File: config.mk
export PLATFORM = sky130hd
export DESIGN_NAME = rcbt_cell
export DESIGN_NICKNAME = d
export VERILOG_FILES = /design/src/design/rcbt_pkg.sv /design/src/design/rcbt_cell.sv
export SDC_FILE = /design/constraint.sdc
export NUM_CORES = 1
export LEC_CHECK = 0
export BUFFER_PORTS_ARGS = -buffer_cell sky130_fd_sc_hd__buf_2
export CAP_MARGIN = 20
export CORE_AREA = 2 2 183 185
export CTS_CLUSTER_DIAMETER = 80
export CTS_CLUSTER_SIZE = 10
export DETAILED_ROUTE_END_ITERATION = 7
export DIE_AREA = 0 0 185 187
export PLACE_DENSITY_LB_ADDON = 0.1
export SLEW_MARGIN = 25
export SYNTH_ARGS = -nofsm -noshare
export SYNTH_HDL_FRONTEND = slang
export SYNTH_SLANG_ARGS = --single-unit
File: constraint.sdc
create_clock -name i_clk -period 7.52 [get_ports i_clk]
set_clock_uncertainty 0.05 [all_clocks]
set_input_delay 0.752 -clock i_clk [delete_from_list [all_inputs] [get_ports i_clk]]
set_output_delay 0.752 -clock i_clk [all_outputs]
set_load 0.05 [all_outputs]
File: src/design/rcbt_pkg.sv
// Shared types, constants and request token for the relay channel binding table.
package rcbt_pkg;

    localparam int MAX_BINDINGS  = 16;
    localparam int CNT_W         = $clog2(MAX_BINDINGS + 1);
    localparam int ADDR_W        = 48;
    localparam int CHAN_W        = 16;
    localparam int TIME_W        = 48;
    localparam int LIFE_W        = 16;
    localparam int MS_PER_SECOND = 1000;
    localparam int MS_W          = $clog2(MS_PER_SECOND + 1);
    localparam int PROD_W        = LIFE_W + MS_W;
    localparam int LIFE_RESET    = 600;

    typedef enum logic [1:0] {
        OP_BIND        = 2'd0,
        OP_LOOKUP_CH   = 2'd1,
        OP_LOOKUP_PEER = 2'd2,
        OP_NONE        = 2'd3
    } t_op;

    typedef enum logic [2:0] {
        ST_REFRESHED = 3'd0,
        ST_ADDED     = 3'd1,
        ST_IN_USE    = 3'd2,
        ST_FULL      = 3'd3,
        ST_NOT_FOUND = 3'd4,
        ST_FOUND     = 3'd5
    } t_status;

    typedef enum logic [2:0] {
        S_IDLE,
        S_MUL,
        S_ADD,
        S_SCAN,
        S_OUT
    } t_state;

    typedef struct packed {
        logic                act;
        t_op                 op;
        logic [ADDR_W-1:0]   peer;
        logic [CHAN_W-1:0]   chan;
        logic [TIME_W-1:0]   exp_new;
        logic                done;
        t_status             status;
        logic [ADDR_W-1:0]   res_peer;
        logic [CHAN_W-1:0]   res_chan;
        logic [TIME_W-1:0]   res_exp;
    } t_token;

endpackage

File: src/design/rcbt_cell.sv
// One binding entry: compares the passing request, updates itself, forwards the request.
module rcbt_cell (
    input  logic              i_clk,
    input  logic              i_rst_n,
    input  logic              i_entry_valid,
    input  rcbt_pkg::t_token  i_tok,
    output rcbt_pkg::t_token  o_tok
);

    logic [rcbt_pkg::ADDR_W-1:0] r_peer;
    logic [rcbt_pkg::CHAN_W-1:0] r_chan;
    logic [rcbt_pkg::TIME_W-1:0] r_exp;
    rcbt_pkg::t_token            r_tok;
    rcbt_pkg::t_token            n_tok;
    logic                        chan_hit;
    logic                        peer_hit;
    logic                        wr_exp;
    logic                        wr_all;

    assign chan_hit = i_entry_valid && (r_chan == i_tok.chan);
    assign peer_hit = i_entry_valid && (r_peer == i_tok.peer);

    always_comb begin
        n_tok  = i_tok;
        wr_exp = 1'b0;
        wr_all = 1'b0;
        if (i_tok.act && !i_tok.done) begin
            unique case (i_tok.op)
                rcbt_pkg::OP_BIND: begin
                    if (chan_hit) begin
                        n_tok.done = 1'b1;
                        if (peer_hit) begin
                            n_tok.status   = rcbt_pkg::ST_REFRESHED;
                            n_tok.res_peer = r_peer;
                            n_tok.res_chan = r_chan;
                            n_tok.res_exp  = i_tok.exp_new;
                            wr_exp         = 1'b1;
                        end else begin
                            n_tok.status = rcbt_pkg::ST_IN_USE;
                        end
                    end else if (peer_hit) begin
                        n_tok.done   = 1'b1;
                        n_tok.status = rcbt_pkg::ST_IN_USE;
                    end else if (!i_entry_valid) begin
                        // first free slot, nothing bound before it
                        n_tok.done     = 1'b1;
                        n_tok.status   = rcbt_pkg::ST_ADDED;
                        n_tok.res_peer = i_tok.peer;
                        n_tok.res_chan = i_tok.chan;
                        n_tok.res_exp  = i_tok.exp_new;
                        wr_all         = 1'b1;
                    end
                end
                rcbt_pkg::OP_LOOKUP_CH: begin
                    if (chan_hit) begin
                        n_tok.done     = 1'b1;
                        n_tok.status   = rcbt_pkg::ST_FOUND;
                        n_tok.res_peer = r_peer;
                        n_tok.res_chan = r_chan;
                        n_tok.res_exp  = r_exp;
                    end
                end
                rcbt_pkg::OP_LOOKUP_PEER: begin
                    if (peer_hit) begin
                        n_tok.done     = 1'b1;
                        n_tok.status   = rcbt_pkg::ST_FOUND;
                        n_tok.res_peer = r_peer;
                        n_tok.res_chan = r_chan;
                        n_tok.res_exp  = r_exp;
                    end
                end
                rcbt_pkg::OP_NONE: begin
                end
            endcase
        end
    end

    always_ff @(posedge i_clk) begin
        if (wr_all) begin
            r_peer <= i_tok.peer;
            r_chan <= i_tok.chan;
        end
        if (wr_all || wr_exp) begin
            r_exp <= i_tok.exp_new;
        end
    end

    always_ff @(posedge i_clk) begin
        if (!i_rst_n) begin
            r_tok <= '0;
        end else begin
            r_tok <= n_tok;
        end
    end

    assign o_tok = r_tok;

endmodule
== After elaboration in Yosys (flattened, before gate mapping) ==
Index checks and enable logic that the tools add are counted.
Operators by class
  reduce and logical (&&, ||, !) cells: 6
  muxes and demuxes: 19
  equal/unequal tests: 4
Operators by type and width (number)
  116-bit 2-to-1 mux: 5
  116-bit case mux with 3 select lines: 1
  112-bit 2-to-1 mux: 2
  48-bit equality test: 1
  16-bit equality test: 1
  1-bit 2-to-1 mux: 9
  4-bit 2-to-1 mux: 1
  1-bit logical AND: 3
  2-bit by 1-bit equality test with 1-bit output (second input constant): 1
  2-bit equality test (second input constant): 1
  2-bit zero test: 1
  2-bit 2-to-1 mux: 1
  1-bit zero test: 1
  1-bit logical OR: 1
Word-level totals
  output and inout port bits: 231
  register bits: 343
  word-level logic and storage cells: 42
  input port bits: 234

== Logic depth before layout (Yosys ltp) ==
  word-level depth: 7
  mapped depth: 11
  gate-level depth less buffers: 8

== Least setup slack after synthesis ==
Ideal clock, no wire load.
  path type: input-to-reg
  start: input i_entry_valid
  end: register r_chan[0] in the netlist's numbering (enable)
  library setup time: 486 ps
  slack: 2741 ps
  path buffers: 3
  arrival time: 4242 ps
  stages on the path: 4
  data required time: 6984 ps
  cell sequence: clkbuf_1 buf_1 buf_1 nor2_1
On the way
  longest elaborated chain between the ends: 5
  elaborated cells between the ends (all ways): 7
  those cells by class: mux (5); reduce/logical (2)
RTL lines
  start: declaration: line rcbt_cell.sv:5  | input logic i_entry_valid,
  1-bit 2-to-1 mux / 1-bit logical AND (equally long branches): line rcbt_cell.sv:44, rcbt_cell.sv:21
  1-bit 2-to-1 mux: line rcbt_cell.sv:41  | end else if (peer_hit) begin
  1-bit 2-to-1 mux (*): line rcbt_cell.sv:30  | if (chan_hit) begin
  1-bit 2-to-1 mux (*): line rcbt_cell.sv:28  | unique case (i_tok.op)
  1-bit 2-to-1 mux (*): line rcbt_cell.sv:27  | if (i_tok.act && !i_tok.done) begin
  net wr_all: line rcbt_cell.sv:18  | logic wr_all;
  end signal: assignment: line rcbt_cell.sv:81  | r_chan <= i_tok.chan;
  end: declaration: line rcbt_cell.sv:11  | logic [rcbt_pkg::CHAN_W-1:0] r_chan;
Mark *: on every way through the listed nets, which the timed path passes. The rest lies on a longest branch.
A chain may end at the register's enable or synchronous reset.

== Worst setup path in the final report ==
  start: register r_peer[14] in the netlist's numbering
  end: register r_tok, in the netlist o_tok[7]
On the way
  longest elaborated chain between the ends: 6
  elaborated cells between the ends (all ways): 8
  those cells by class: eq/ne (1); mux (6); reduce/logical (1)
RTL lines
  start: declaration: line rcbt_cell.sv:10  | logic [rcbt_pkg::ADDR_W-1:0] r_peer;
  start signal: assignment: line rcbt_cell.sv:80  | r_peer <= i_tok.peer;
  48-bit equality test (*): line rcbt_cell.sv:21  | assign peer_hit = i_entry_valid && (r_peer == i_tok.peer);
  1-bit logical AND (*): line rcbt_cell.sv:21
  112-bit 2-to-1 mux, on equally long branches: line rcbt_cell.sv:41, rcbt_cell.sv:32
  116-bit 2-to-1 mux: line rcbt_cell.sv:30
  116-bit case mux with 3 select lines (*): line rcbt_cell.sv:28
  116-bit 2-to-1 mux (*): line rcbt_cell.sv:27
  end signal: assignment: line rcbt_cell.sv:92  | r_tok <= n_tok;
  end: declaration: line rcbt_cell.sv:13  | rcbt_pkg::t_token r_tok;
Every way passes the cells marked *; elsewhere a longest branch is shown, timed or not.

==> metrics.yaml <==
status:
  status: "complete, no violations"
min_path:
  hold_path.class: "input port to flip-flop"
  min_from: "i_tok[128]"
final_layout:
  fin_nets: 2119
  seq_area_sq_um: 7990
  multiInputGateArea_sq_um: 6480
  fillCellCount: 2924
  final_core_util_pct: 57.3
  area_growth_pct: 24.9
  post_route_cells_drive_above_1_share_pct: 27.8
synth:
  synth_warnings: 0
  synth_edf_count: 112
  ys_types: 45
  netlist.area_leader.share_pct: 30.7
  synth.net_count: 1718
  ys_async_sr_fraction_pct: 0
  ys_ff_latch: 343
  syn_avg_cell_area_sq_um: 10.2
  ys.flop_type: "dfxtp_1"
  synth_area_leader_cell: "dfxtp_1"
  yosys-top-cells-area: "dfxtp_1 31%, edfxtp_1 22%, mux2i_1 8.4%, and2_1 4.9%, o21ai_0 4.5%"
  netlist_area_sq_um: 15100
  seq_area_frac_synth_pct: 53.0
  syn_inst: 1484
grt:
  grt.total_usage_pct: 27.7
  antenna_found_initial: 9
  globalRouteOverflowTotal: 0
  grt_max_degree: 113
  grt_pass1_vias: 12578
  grt_pass1_wl_microns: 74300
cts:
  numCtsBuffers: 40
  cts_max_level: 2
  clockBufferDepth: 3
  postCtsSetupRepairBufs: 0
  cts_tree: "built"
  cts_resized: 0
  worstSkewPairLatency_ps: 540
  clk_pin_slew_ps: 60
  cts.sink_count: 343
  ctsHoldBuffers: 0
  root_buffer: "clkbuf_16"
worst_setup_path:
  cp_max_fo: 59
  crit_path_top_delay_cell: "or4_4"
  crit_arrival_ps: 4520
  timing.rr.start: "r_peer[14]"
  r2r_end: "o_tok[7]"
  cp_cell_sequence: "xnor2_1 -> nand2_1 -> or2_0 -> or4_1 -> or4_4 -> o22ai_1 -> and2b_2 -> a221o_1"
  r2r_slack_ps: 3420
  critPathRequiredTime_ps: 7940
  crit_type: "flip-flop to flip-flop"
  cp-end-kind: "flip-flop"
  startpoint_type: "flip-flop"
  path_buf_inv: 0
  critPathCapture: "o_tok[7]"
  crit_path_max_incr_delay_ps: 870
  reg2reg_depth: 8
  startpoint: "r_peer[14]"
  crit_cells: 8
  path_delay_family: "simple AND/OR/NAND/NOR gates"
die:
  die_area_sq_um: 34600
  start_util_pct: 45.8
  die_x_microns: 185
  io_pins: 465
  std_cell_rows: 67
  die_h_microns: 187
  core_sq_um: 32900
timing:
  fin_crit_sh_pct: 54.5
  setup_violations: 0
  rsz0062_at_grt: "no"
  finalHoldViolCount: 0
  slew_violations: 0
  post-route-min-period_ps: 4100
  relSlewSlack_pct: 30.1
  fmax_ghz: 0.244
  setup_tns_ps: 0
  worstMarginPinSlew_ps: 1050
routing:
  top_layer_used: "met5"
  wl_met3_microns: 3590
  drc: 0
  dr_wl_met2_microns: 24000
  avgRoutedWirePerCell_microns: 20.9
  routed-via-count: 13150
  wl_met1_microns: 20100
  wl_microns: 49400
  drt_iter0_markers: 1042
  drt-vias-per-instance: 5.55
  first_pass_iters: 5
  ant_nets: 0
placement:
  gp_congestion: 0.816
  io_buffers: 464
  place_hpwl_microns: 32400
power:
  p_leak_nw: 8.42
  ir_worst_vdd_uv: 188
  powerDensity_nw_per_um2: 240
job:
  drv_cap: 0
[layout make-up]
| class | count | share of cell area, % |
|---|---|---|
| diodes | 5 | 0.0665 |
| clock buffers | 69 | 6.01 |
| clock inverters | 3 | 0.140 |
| inverters | 50 | 0.997 |
| multi-input cells | 974 | 34.4 |
| flip-flops and latches | 343 | 42.4 |
| well taps | 448 | 2.98 |
| repair buffers | 476 | 12.9 |
[Yosys cell counts, drive strengths merged, types with 4 or more instances]
cell type  number
a21oi           4
a221o          48
a31oi          64
and2          118
buf            26
clkbuf         91
dfxtp         231
edfxtp        112
inv            50
mux2i         126
nand2          73
nand2b         26
nand3          72
nand4          17
nor2           65
nor2b           5
nor3           67
nor4            9
nor4b           5
o21ai         134
o2bb2ai        64
xnor2          26
xor2           28
[per-layer routing]
layer / track usage, % / vias up
met4: 10.3 / 8
met5: 0 / -
met1: 34.8 / 6312
met2: 46.7 / 553
met3: 5.72 / 98
li1: - / 6179
[metrics by stage]
| stage | cell area [sq um] | hold slack, ps | cells | power, mW | setup slack, ps |
|---|---|---|---|---|---|
| 2_1_floorplan | 15100 | 398 | 1484 | 2.54 | 2740 |
| 4_1_cts | 18800 | 343 | 2362 | 4.55 | 3410 |
| 5_1_grt | 18800 | 355 | 2368 | 4.68 | 3240 |
| 3_3_place_gp | 17600 | 400 | 2290 | 2.78 | 3030 |
| 3_5_place_dp | 17600 | 404 | 2290 | 2.79 | 2970 |
| 6_report | 18800 | 367 | 2368 | 4.52 | 3420 |
[worst min-delay path by stage]
stage	depth (start not counted)	to	slack, ps
3_3_place_gp	1	o_tok[15]	400
4_1_cts	1	r_exp[12]	340
3_5_place_dp	1	o_tok[22]	400
2_1_floorplan	1	o_tok[0]	400
5_1_grt	1	r_exp[26]	360
6_report	1	r_exp[12]	370
[sequential cells by signal, indices dropped and copies added (netlist names)]
signal  count
r_chan     16
r_peer     48
o_tok     231
r_exp      48
[power by group]
part / switching [mW] / internal [mW]
Clock: 0.749 / 1.02
Sequential: 0.0280 / 2.00
Combinational: 0.515 / 0.208
[cell families (layout without fill, tap and decap cells)]
logic type / after synthesis / in the layout / share of synthesized area, %
AND/OR/NAND/NOR: 469 / 469 / 16.2
flip-flops: 343 / 343 / 53.0
AO/OA/AOI/OAI: 325 / 325 / 14.8
buffers and inverters: 167 / 598 / 4.48
multiplexers: 126 / 126 / 8.37
XOR/XNOR: 54 / 54 / 3.14
other: 0 / 5 / 0
[cell usage in the layout, fill, tap and decap left out, drive strengths merged, types with 17 or more instances in the layout]
cell       n
nand2     73
dfxtp    231
a221o     48
nand2b    26
o21ai    134
and2     118
clkbuf    69
inv       53
xor2      28
a31oi     64
nand4     17
mux2i    126
nor3      67
nand3     72
xnor2     26
buf      476
edfxtp   112
o2bb2ai   64
nor2      65
[worst reg2reg max path, cell delays in order (launching register included)]
cell      delay, ps
edfxtp_1        440
xnor2_1         370
nand2_1          80
or2_0           200
or4_1           510
or4_4           870
o22ai_1         330
and2b_2         840
a221o_1         340
No activity file was read; power rests on OpenSTA's default activity.
